File: src/rtl/krb_pkg.sv
// Shared types and constants for the keyboard report builder.
// Used by krb_ctrl, krb_datapath and keyboard_report_builder; no dependencies.
package krb_pkg;

  // Slot storage and report layout
  localparam int SLOT_COUNT = 6;
  localparam int OUT_SLOTS  = 6;
  localparam int KEY_W      = 8;
  localparam int REP_W      = 4;

  localparam logic [REP_W-1:0] REPEAT_RESET = 4'd3;

  // Modifier keys occupy usage codes 0xE0..0xE7
  localparam logic [4:0] MOD_PREFIX = 5'b11100;

  // Operation codes
  localparam logic [1:0] OP_PRESS       = 2'd0;
  localparam logic [1:0] OP_RELEASE     = 2'd1;
  localparam logic [1:0] OP_RELEASE_ALL = 2'd2;
  localparam logic [1:0] OP_POLL        = 2'd3;

  // Input word
  typedef struct packed {
    logic [1:0]       operation;
    logic [KEY_W-1:0] key;
  } krb_in_t;

  // Report word
  typedef struct packed {
    logic [7:0]       modifier_bits;
    logic [KEY_W-1:0] slot_key_0;
    logic [KEY_W-1:0] slot_key_1;
    logic [KEY_W-1:0] slot_key_2;
    logic [KEY_W-1:0] slot_key_3;
    logic [KEY_W-1:0] slot_key_4;
    logic [KEY_W-1:0] slot_key_5;
  } krb_out_t;

  // Controller to datapath
  typedef struct packed {
    logic load;    // capture the input word
    logic exec;    // apply the captured word to the key state
    logic cfg_we;  // write repeat count
  } krb_cmd_t;

  // Datapath to controller
  typedef struct packed {
    logic report_due;  // captured word is a poll and sends are pending
  } krb_status_t;

endpackage

File: src/rtl/keyboard_report_builder.sv
// Keyboard report builder: six-key-rollover report with modifier mask.
// Sequencing: an accepted word is captured in idle and applied in execute; a due
// poll's report is registered and strobes out_valid for one cycle as it is applied.
// A new word is not taken while busy, that is while the last one executes.
// Reset (synchronous, rst_n low): slots, modifiers and pending sends cleared,
// repeat count 3. Results cannot be stalled by the receiver.
module keyboard_report_builder import krb_pkg::*; (
  input  logic             clk,
  input  logic             rst_n,
  input  logic             start,
  output logic             busy,
  input  krb_in_t          in_item,
  output logic             out_valid,
  output krb_out_t         out_report,
  input  logic             cfg_valid,
  output logic             cfg_ready,
  input  logic [REP_W-1:0] cfg_data
);

  krb_cmd_t    cmd;
  krb_status_t status;

  krb_ctrl u_ctrl (
    .clk       (clk),
    .rst_n     (rst_n),
    .start     (start),
    .cfg_valid (cfg_valid),
    .status    (status),
    .busy      (busy),
    .cfg_ready (cfg_ready),
    .out_valid (out_valid),
    .cmd       (cmd)
  );

  krb_datapath u_datapath (
    .clk        (clk),
    .rst_n      (rst_n),
    .cmd        (cmd),
    .in_item    (in_item),
    .cfg_data   (cfg_data),
    .status     (status),
    .out_report (out_report)
  );

endmodule

File: src/rtl/krb_ctrl.sv
// Controller for the keyboard report builder: idle/execute sequencing,
// result strobe and configuration handshake. Depends on krb_pkg.
module krb_ctrl import krb_pkg::*; (
  input  logic        clk,
  input  logic        rst_n,
  input  logic        start,
  input  logic        cfg_valid,
  input  krb_status_t status,
  output logic        busy,
  output logic        cfg_ready,
  output logic        out_valid,
  output krb_cmd_t    cmd
);

  localparam logic ST_IDLE = 1'b0;
  localparam logic ST_EXEC = 1'b1;

  logic state_r, state_nxt;
  logic out_valid_r, out_valid_nxt;

  // Next state and strobe
  always_comb begin
    state_nxt     = state_r;
    out_valid_nxt = 1'b0;
    unique case (state_r)
      ST_IDLE: begin
        if (start) state_nxt = ST_EXEC;
      end
      ST_EXEC: begin
        out_valid_nxt = status.report_due;
        state_nxt     = ST_IDLE;
      end
      default: state_nxt = ST_IDLE;
    endcase
  end

  always_ff @(posedge clk) begin
    if (!rst_n) begin
      state_r     <= ST_IDLE;
      out_valid_r <= 1'b0;
    end else begin
      state_r     <= state_nxt;
      out_valid_r <= out_valid_nxt;
    end
  end

  // Handshake and datapath commands
  assign busy       = (state_r == ST_EXEC);
  assign cfg_ready  = (state_r == ST_IDLE);
  assign out_valid  = out_valid_r;
  assign cmd.load   = (state_r == ST_IDLE) && start;
  assign cmd.exec   = (state_r == ST_EXEC);
  assign cmd.cfg_we = cfg_valid && cfg_ready;

  // Checks
  a_exec_one_cycle: assert property (@(posedge clk) disable iff (!rst_n)
    state_r == ST_EXEC |=> state_r == ST_IDLE)
    else $error("execute state held more than one cycle");

  a_strobe_after_exec: assert property (@(posedge clk) disable iff (!rst_n)
    out_valid_r |-> $past(state_r == ST_EXEC) && $past(status.report_due))
    else $error("result strobe without a due poll");

  a_accept_to_exec: assert property (@(posedge clk) disable iff (!rst_n)
    start && !busy |=> state_r == ST_EXEC)
    else $error("accepted word did not enter execute");

endmodule

File: src/rtl/krb_datapath.sv
// Datapath for the keyboard report builder: modifier mask, key slots,
// pending-send counter, repeat count and report register. Depends on krb_pkg.
module krb_datapath import krb_pkg::*; (
  input  logic        clk,
  input  logic        rst_n,
  input  krb_cmd_t    cmd,
  input  krb_in_t     in_item,
  input  logic [REP_W-1:0] cfg_data,
  output krb_status_t status,
  output krb_out_t    out_report
);

  logic [1:0]       op_r;
  logic [KEY_W-1:0] key_r;
  logic [REP_W-1:0] repeat_r;
  logic [REP_W-1:0] pend_r, pend_nxt;
  logic [7:0]       mod_r, mod_nxt;
  logic [KEY_W-1:0] slots_r   [SLOT_COUNT];
  logic [KEY_W-1:0] slots_nxt [SLOT_COUNT];
  krb_out_t         report_r;

  logic [SLOT_COUNT-1:0] hit, free, first_hit, first_free;
  logic                  is_mod, key_zero, changed, report_due;
  logic [7:0]            mod_bit;
  logic [KEY_W-1:0]      rpt_slot [OUT_SLOTS];

  // Input word capture
  always_ff @(posedge clk) begin
    if (cmd.load) begin
      op_r  <= in_item.operation;
      key_r <= in_item.key;
    end
  end

  // Parallel slot compares
  always_comb begin
    for (int i = 0; i < SLOT_COUNT; i++) begin
      hit[i]  = (slots_r[i] == key_r);
      free[i] = (slots_r[i] == '0);
    end
  end

  // Lowest set bit picks the first matching or empty slot
  assign first_hit  = hit & ~(hit - SLOT_COUNT'(1));
  assign first_free = free & ~(free - SLOT_COUNT'(1));

  assign is_mod     = (key_r[7:3] == MOD_PREFIX);
  assign key_zero   = (key_r == '0);
  assign mod_bit    = 8'd1 << key_r[2:0];
  assign report_due = (op_r == OP_POLL) && (pend_r != '0);

  // Key state update
  always_comb begin
    mod_nxt = mod_r;
    changed = 1'b0;
    for (int i = 0; i < SLOT_COUNT; i++) slots_nxt[i] = slots_r[i];
    unique case (op_r)
      OP_PRESS: begin
        if (is_mod) begin
          mod_nxt = mod_r | mod_bit;
          changed = ((mod_r & mod_bit) == '0);
        end else if (!key_zero && (hit == '0) && (free != '0)) begin
          changed = 1'b1;
          for (int i = 0; i < SLOT_COUNT; i++)
            if (first_free[i]) slots_nxt[i] = key_r;
        end
      end
      OP_RELEASE: begin
        if (is_mod) begin
          mod_nxt = mod_r & ~mod_bit;
          changed = ((mod_r & mod_bit) != '0);
        end else if (!key_zero && (hit != '0)) begin
          changed = 1'b1;
          for (int i = 0; i < SLOT_COUNT; i++)
            if (first_hit[i]) slots_nxt[i] = '0;
        end
      end
      OP_RELEASE_ALL: begin
        changed = (free != '1);
        for (int i = 0; i < SLOT_COUNT; i++) slots_nxt[i] = '0;
      end
      OP_POLL: begin
        changed = 1'b0;
      end
      default: changed = 1'b0;
    endcase
  end

  // Pending-send counter
  always_comb begin
    pend_nxt = pend_r;
    if (changed)         pend_nxt = repeat_r;
    else if (report_due) pend_nxt = pend_r - REP_W'(1);
  end

  // State registers
  always_ff @(posedge clk) begin
    if (!rst_n) begin
      repeat_r <= REPEAT_RESET;
      pend_r   <= '0;
      mod_r    <= '0;
      for (int i = 0; i < SLOT_COUNT; i++) slots_r[i] <= '0;
    end else begin
      if (cmd.cfg_we) repeat_r <= cfg_data;
      if (cmd.exec) begin
        pend_r <= pend_nxt;
        mod_r  <= mod_nxt;
        for (int i = 0; i < SLOT_COUNT; i++) slots_r[i] <= slots_nxt[i];
      end
    end
  end

  // Report slots beyond the stored count read as empty
  for (genvar g = 0; g < OUT_SLOTS; g++) begin : g_rpt
    if (g < SLOT_COUNT) begin : g_used
      assign rpt_slot[g] = slots_r[g];
    end else begin : g_empty
      assign rpt_slot[g] = '0;
    end
  end

  // Report register, loaded on a due poll
  always_ff @(posedge clk) begin
    if (cmd.exec && report_due) begin
      report_r.modifier_bits <= mod_r;
      report_r.slot_key_0    <= rpt_slot[0];
      report_r.slot_key_1    <= rpt_slot[1];
      report_r.slot_key_2    <= rpt_slot[2];
      report_r.slot_key_3    <= rpt_slot[3];
      report_r.slot_key_4    <= rpt_slot[4];
      report_r.slot_key_5    <= rpt_slot[5];
    end
  end

  assign status.report_due = report_due;
  assign out_report        = report_r;

  // Checks
  a_poll_decrements: assert property (@(posedge clk) disable iff (!rst_n)
    cmd.exec && report_due |=> pend_r == $past(pend_r) - REP_W'(1))
    else $error("due poll did not decrement pending sends");

  a_mod_press_sets: assert property (@(posedge clk) disable iff (!rst_n)
    cmd.exec && op_r == OP_PRESS && is_mod |=> (mod_r & $past(mod_bit)) != '0)
    else $error("modifier press did not set its bit");

  a_release_all_clears: assert property (@(posedge clk) disable iff (!rst_n)
    cmd.exec && op_r == OP_RELEASE_ALL |=> slots_r[0] == '0)
    else $error("release-all left slot 0 occupied");

endmodule
File: config.mk
export PLATFORM = sky130hd
export DESIGN_NAME = keyboard_report_builder
export DESIGN_NICKNAME = d
export VERILOG_FILES = /design/src/rtl/krb_pkg.sv /design/src/rtl/keyboard_report_builder.sv /design/src/rtl/krb_ctrl.sv /design/src/rtl/krb_datapath.sv
export SDC_FILE = /design/constraint.sdc
export NUM_CORES = 1
export LEC_CHECK = 0
export ABC_AREA = 1
export ABC_CLOCK_PERIOD_IN_PS = 6800
export BUFFER_PORTS_ARGS = -buffer_cell sky130_fd_sc_hd__buf_2
export CORE_MARGIN = 1
export CORE_UTILIZATION = 46
export CTS_CLUSTER_SIZE = 28
export DETAILED_ROUTE_END_ITERATION = 10
export GPL_ROUTABILITY_DRIVEN = 1
export HOLD_SLACK_MARGIN = 0.06
export PLACE_DENSITY = 0.66
export SYNTH_ARGS = -nofsm -noshare
export SYNTH_HDL_FRONTEND = slang
export SYNTH_HIERARCHICAL = 1
export SYNTH_SLANG_ARGS = --single-unit
File: constraint.sdc
create_clock -name clk -period 6.8 [get_ports clk]
set_input_delay 0.68 -clock clk [delete_from_list [all_inputs] [get_ports clk]]
set_output_delay 0.68 -clock clk [all_outputs]
set_load 0.03 [all_outputs]
==> Word level (Yosys, flattened, before mapping) <==
Memories as Yosys holds them, arrays and structs flattened.
Index checks and enable logic that the tools add are counted.
{ "totals": {"regBits": 84, "mem_bits_rw": 48, "inputBits": 18, "out_inout_bits": 59, "elab_cells": 113, "memories": 1} }
{ "op_classes": {"n_addsub": 3, "n_eq_ne": 13, "n_shift": 1, "muxes": 39, "bitwise_logic": 15, "reduce_logical": 27} }
{ "memory_table": {"columns": ["memory", "depth", "word_bits", "read_ports", "rd_clocked_by_memory_dff", "wr", "line_no", "text"], "rows": [
  ["u_datapath.slots_r", 6, 8, 6, 0, 6, "krb_datapath.sv:18", "logic [KEY_W-1:0] slots_r [SLOT_COUNT];"]
]} }
{ "op_table": {"columns": ["cell", "n"], "rows": [
  ["$mux 48", 4],
  ["$mux 8", 20],
  ["$pmux 48 s3", 1],
  ["$logic_not 8->1", 8],
  ["$eq 8x8->1", 6],
  ["$and 8x8->8", 2],
  ["$pmux 8 s2", 1],
  ["$and 6x6->6", 2],
  ["$not 6->6", 2],
  ["$reduce_bool 6->1", 2],
  ["$sub 6x1->6 const B", 2],
  ["$mux 1", 9],
  ["$mux 4", 2],
  ["$not 8->8", 1],
  ["$or 8x8->8", 1],
  ["$reduce_bool 8->1", 1],
  ["$shl 1x3->8 const A", 1],
  ["$logic_and 1x1->1", 7],
  ["$logic_not 6->1", 1],
  ["$ne 6x6->1 const B", 1],
  ["$or 1x1->1", 6],
  ["$eq 5x5->1 const B", 1],
  ["$eq 2x2->1 const B", 2],
  ["$ne 2x1->1 const B", 2],
  ["other kinds (11)", 13]
]} }

==> Logic depth before layout (Yosys ltp) <==
{ "logic_depth": {"ltp_word": 9, "depth_mapped": 18, "depth_no_buf": 17} }

==> Modules after synthesis <==
The synthesis kept the hierarchy.
{ "by_module_without_submodules": {"columns": ["mod", "instances", "cells_each", "area_per_inst_um2", "seq_area_each_um2"], "rows": [
  ["krb_datapath", 1, 613, 5929.4, 3743.6],
  ["krb_ctrl", 1, 13, 85.1, 40.0]
]} }

==> Worst setup path before layout <==
Ideal clock, no wire load.
{ "synth_timing": {"path_type": "flip-flop to flip-flop", "startpoint": "register u_ctrl.state_r (netlist: u_ctrl/busy)", "endpoint": "register u_datapath.pend_r[1]", "setup_time_ns": 0.111, "t_arrival_ns": 4.032, "required_ns": 6.689, "setup_slack_ns": 2.657, "stages_incl_launch_ff": 9, "path_buffers": 1, "period_less_slack_ns": 4.143, "cell_sequence": "dfxtp_1 > buf_4 > inv_1 > nor2_1 > inv_1 > nand2_2 > inv_2 > nor2_1 > nor2_1"} }
{ "synth_via": {"elab_chain_cells": 1} }
{ "synth_lines": {"columns": ["element", "line_no", "text"], "rows": [
  ["start: declaration", "krb_ctrl.sv:18", "logic state_r, state_nxt;"],
  ["start signal: assignment", "krb_ctrl.sv:42", "state_r <= state_nxt;"],
  ["$reduce_and 2->1 (no source line)", null, null],
  ["end signal: assignment", "krb_datapath.sv:106", "pend_r <= pend_nxt;"],
  ["end: declaration", "krb_datapath.sv:16", "logic [REP_W-1:0] pend_r, pend_nxt;"]
]} }
Every way passes these cells.
A chain may end at the register's enable or synchronous reset.

==> flow_summary.yaml <==
outcome:
  status: "complete, no violations"
yosys:
  synthArstFlopShare_pct: 0
  synth_top_flop_cell: "edfxtp_1"
  avgSynthCellArea_um2: 9.608
  ys_types: 34
  synth-seq-area-share_pct: 62.91
  synthCells: 626
  ys_ff_latch: 132
  syn_area_mm2: 0.006015
  syn-num-nets: 649
  synth_warnings: 6
  synth-edff-count: 114
layout:
  insertedDiodeCount: 0
  syn_to_final_growth_pct: 17.62
  drive_above_1_share_pct: 18.81
  final_cell_mix: "nand2_1 (171), edfxtp_1 (114), nor2_1 (87), inv_1 (84), buf_2 (76)"
  final_area_mm2: 0.007074
  final_common_cell: "nand2_1"
  finalNetCount: 733
timing:
  grt_setup_unrepaired: "no"
  finClkSkew_ns: 0.008327
  fin_crit_ns: 3.472
  worst_pin_slew_ns: 1.237
  finalMaxSlewViolations: 0
  finalCritPeriodShare_pct: 51.06
  setup_viol: 0
  finalHoldViolations: 0
  tns_ns: 0
  relSlewSlack_pct: 17.37
  max_freq_mhz: 288.0
detailed_routing:
  avgViaCountPerCell: 5.006
  wl_um: 13330
  drc: 0
  drtIter0Drc: 284
  first_pass_iters: 5
  wl_per_cell_um: 14.89
  num_vias: 4480
  ant_nets: 0
cts:
  clk_pin_slew_worst_paths_ns: 0.06
  h-tree-depth: 4
  holdBufCountCts: 0
  cts_tree: "yes"
  clk_latency_ns: 0.42
  cts.sinks: 132
  numCtsBuffers: 17
  cts_resized: 0
  post_cts_buffers: 0
  cts_buffer_depth: 2
  ctsRootBufferMaster: "clkbuf_16"
run:
  cap_violations: 0
die:
  core-area_mm2: 0.01267
  dieArea_mm2: 0.01354
  start_util_pct: 47.47
  die_x_um: 116.3
  fp.dieH_um: 116.3
  boundaryPins: 77
  rows: 41
global_route:
  first_global_vias: 4129
  antenna_found_initial: 0
  grt_use_total_pct: 21.46
  grt_max_degree: 32
  grt_pass1_wl_um: 20890
  overflow: 0
setup_path:
  crit_required_ns: 6.83
  setup.worst_path.class: "register to register"
  rr_worst_depth: 12
  critPathLaunchType: "register"
  crit_path_end_kind: "register"
  r2r_start: "u_datapath/key_r[2]"
  r2r-end: "u_datapath/slots_r[4][6]"
  cp_max_fo: 15
  cp.arrival_ns: 3.50
  ff2ff_setup_slack_ns: 3.33
place:
  io_buffer_count: 76
  gp_congestion: 0.9523
  dpl_cell_area_mm2: 0.006545
  dpl.hpwl_um: 10020
power:
  leakagePower_uw: 0.003056
  powerDensity_mw_per_mm2: 270.0
  ir_drop_v: 0.0001409
worst_hold_path:
  hold_path_class: "register to register"
  hold_depth: 0
  hold_end: "u_datapath/out_report[53]"
metrics by stage:
step / hold slack [ns] / total power [uW] / worst slack [ns] / util [%] / std cells
finish: 0.4359 / 1910 / 3.328 / 55.83 / 895
global route: 0.4235 / 1984 / 3.058 / 55.83 / 895
CTS: 0.4166 / 1928 / 3.325 / 55.83 / 895
detailed placement: 0.4223 / 1123 / 3.353 / 51.65 / 863
global placement: 0.4217 / 1120 / 3.475 / 51.65 / 863
floorplan: 0.4082 / 1073 / 2.657 / - / 626
layer usage:
metal  GRT usage [%]  vias to the layer above  part of all wire [%]
met1           26.85                     2082                    43
li1                -                     2211                     -
met5               0                        -                     0
met4           10.34                        0                   2.5
met3           5.553                       23                   5.4
met2           34.75                      164                    49
critical path, cell delays in order (launching register included):
cell	delay, ns
edfxtp_1	0.68
inv_2	0.26
nand2_1	0.11
nand2_1	0.05
nor2_1	0.20
nand2_1	0.11
nor2_1	0.18
nor2_1	0.07
nand3_2	0.06
nand2_2	0.05
o21ai_1	0.15
inv_1	0.13
nor3b_1	1.01
final cells by class:
| cell class | count | area (um^2) |
|---|---|---|
| clock buffers | 27 | 503.0 |
| clock inverters | 5 | 26.28 |
| fillers | 1130 | 5597 |
| inverters | 95 | 356.6 |
| multi-input cells | 383 | 1772 |
| flip-flops and latches | 132 | 3784 |
| well taps | 172 | 215.2 |
| repair buffers | 81 | 417.9 |
sequential cells by signal, summed over array words and instances (netlist names), named ones only:
signal                 count
u_datapath/key_r           8
u_datapath/pend_r          4
u_datapath/out_report     56
u_datapath/repeat_r        4
u_datapath/slots_r        48
u_datapath/op_r            2
u_ctrl/busy                1
u_ctrl/out_valid           1
how the worst max path moves through the flow:
| stage | slack [ns] | cells after the start | to | startpoint |
|---|---|---|---|---|
| after global routing | 3.06 | 12 | u_datapath/slots_r[4][5] | u_datapath/key_r[2] |
| after floorplan | 2.66 | 8 | u_datapath/pend_r[1] | u_ctrl/busy |
| after global placement | 3.48 | 12 | u_datapath/slots_r[4][4] | u_datapath/key_r[2] |
| final | 3.33 | 12 | u_datapath/slots_r[4][6] | u_datapath/key_r[2] |
| after CTS | 3.33 | 12 | u_datapath/slots_r[4][5] | u_datapath/key_r[2] |
| after detailed placement | 3.35 | 12 | u_datapath/slots_r[4][5] | u_datapath/key_r[2] |
cell usage after synthesis, types with 3 or more instances:
library cell  instances  area [um^2]
o21ai_1               4        20.02
buf_4                 9        67.56
ha_1                  5        62.56
inv_1                84        315.3
nand3_1              25        125.1
nand2_2               4        25.02
o21ai_0              12        60.06
nor2_1               88        330.3
nand2_1             171        641.9
nor2_2                4        25.02
clkbuf_1              4        15.01
xor2_1                5        43.79
edfxtp_1            114         3423
inv_2                11        41.29
o22ai_1               3        18.77
nand4_1              14        87.58
nor4_1                3        18.77
dfxtp_1              18        360.4
nor3_1                7        35.03
xnor2_1               3        26.28
a21oi_1              19        95.09
power by group:
part	switching [uW]	total [uW]	internal, uW
clock network	302	801	500
registers	33.6	953	919
logic	106	156	50.3
total	441	1910	1470
logic make-up (layout without fill, tap and decap cells):
kind of cell    count (synthesis)  count (layout)  share of synthesized area [%]
compound gates                 44              44                          4.036
xor+xnor                        8               8                          1.165
fa+ha+maj                       5               5                          1.040
buf+inv                       111             208                          7.759
flops                         132             132                          62.91
simple gates                  326             326                          23.09
No activity file was read; power rests on OpenSTA's default activity.
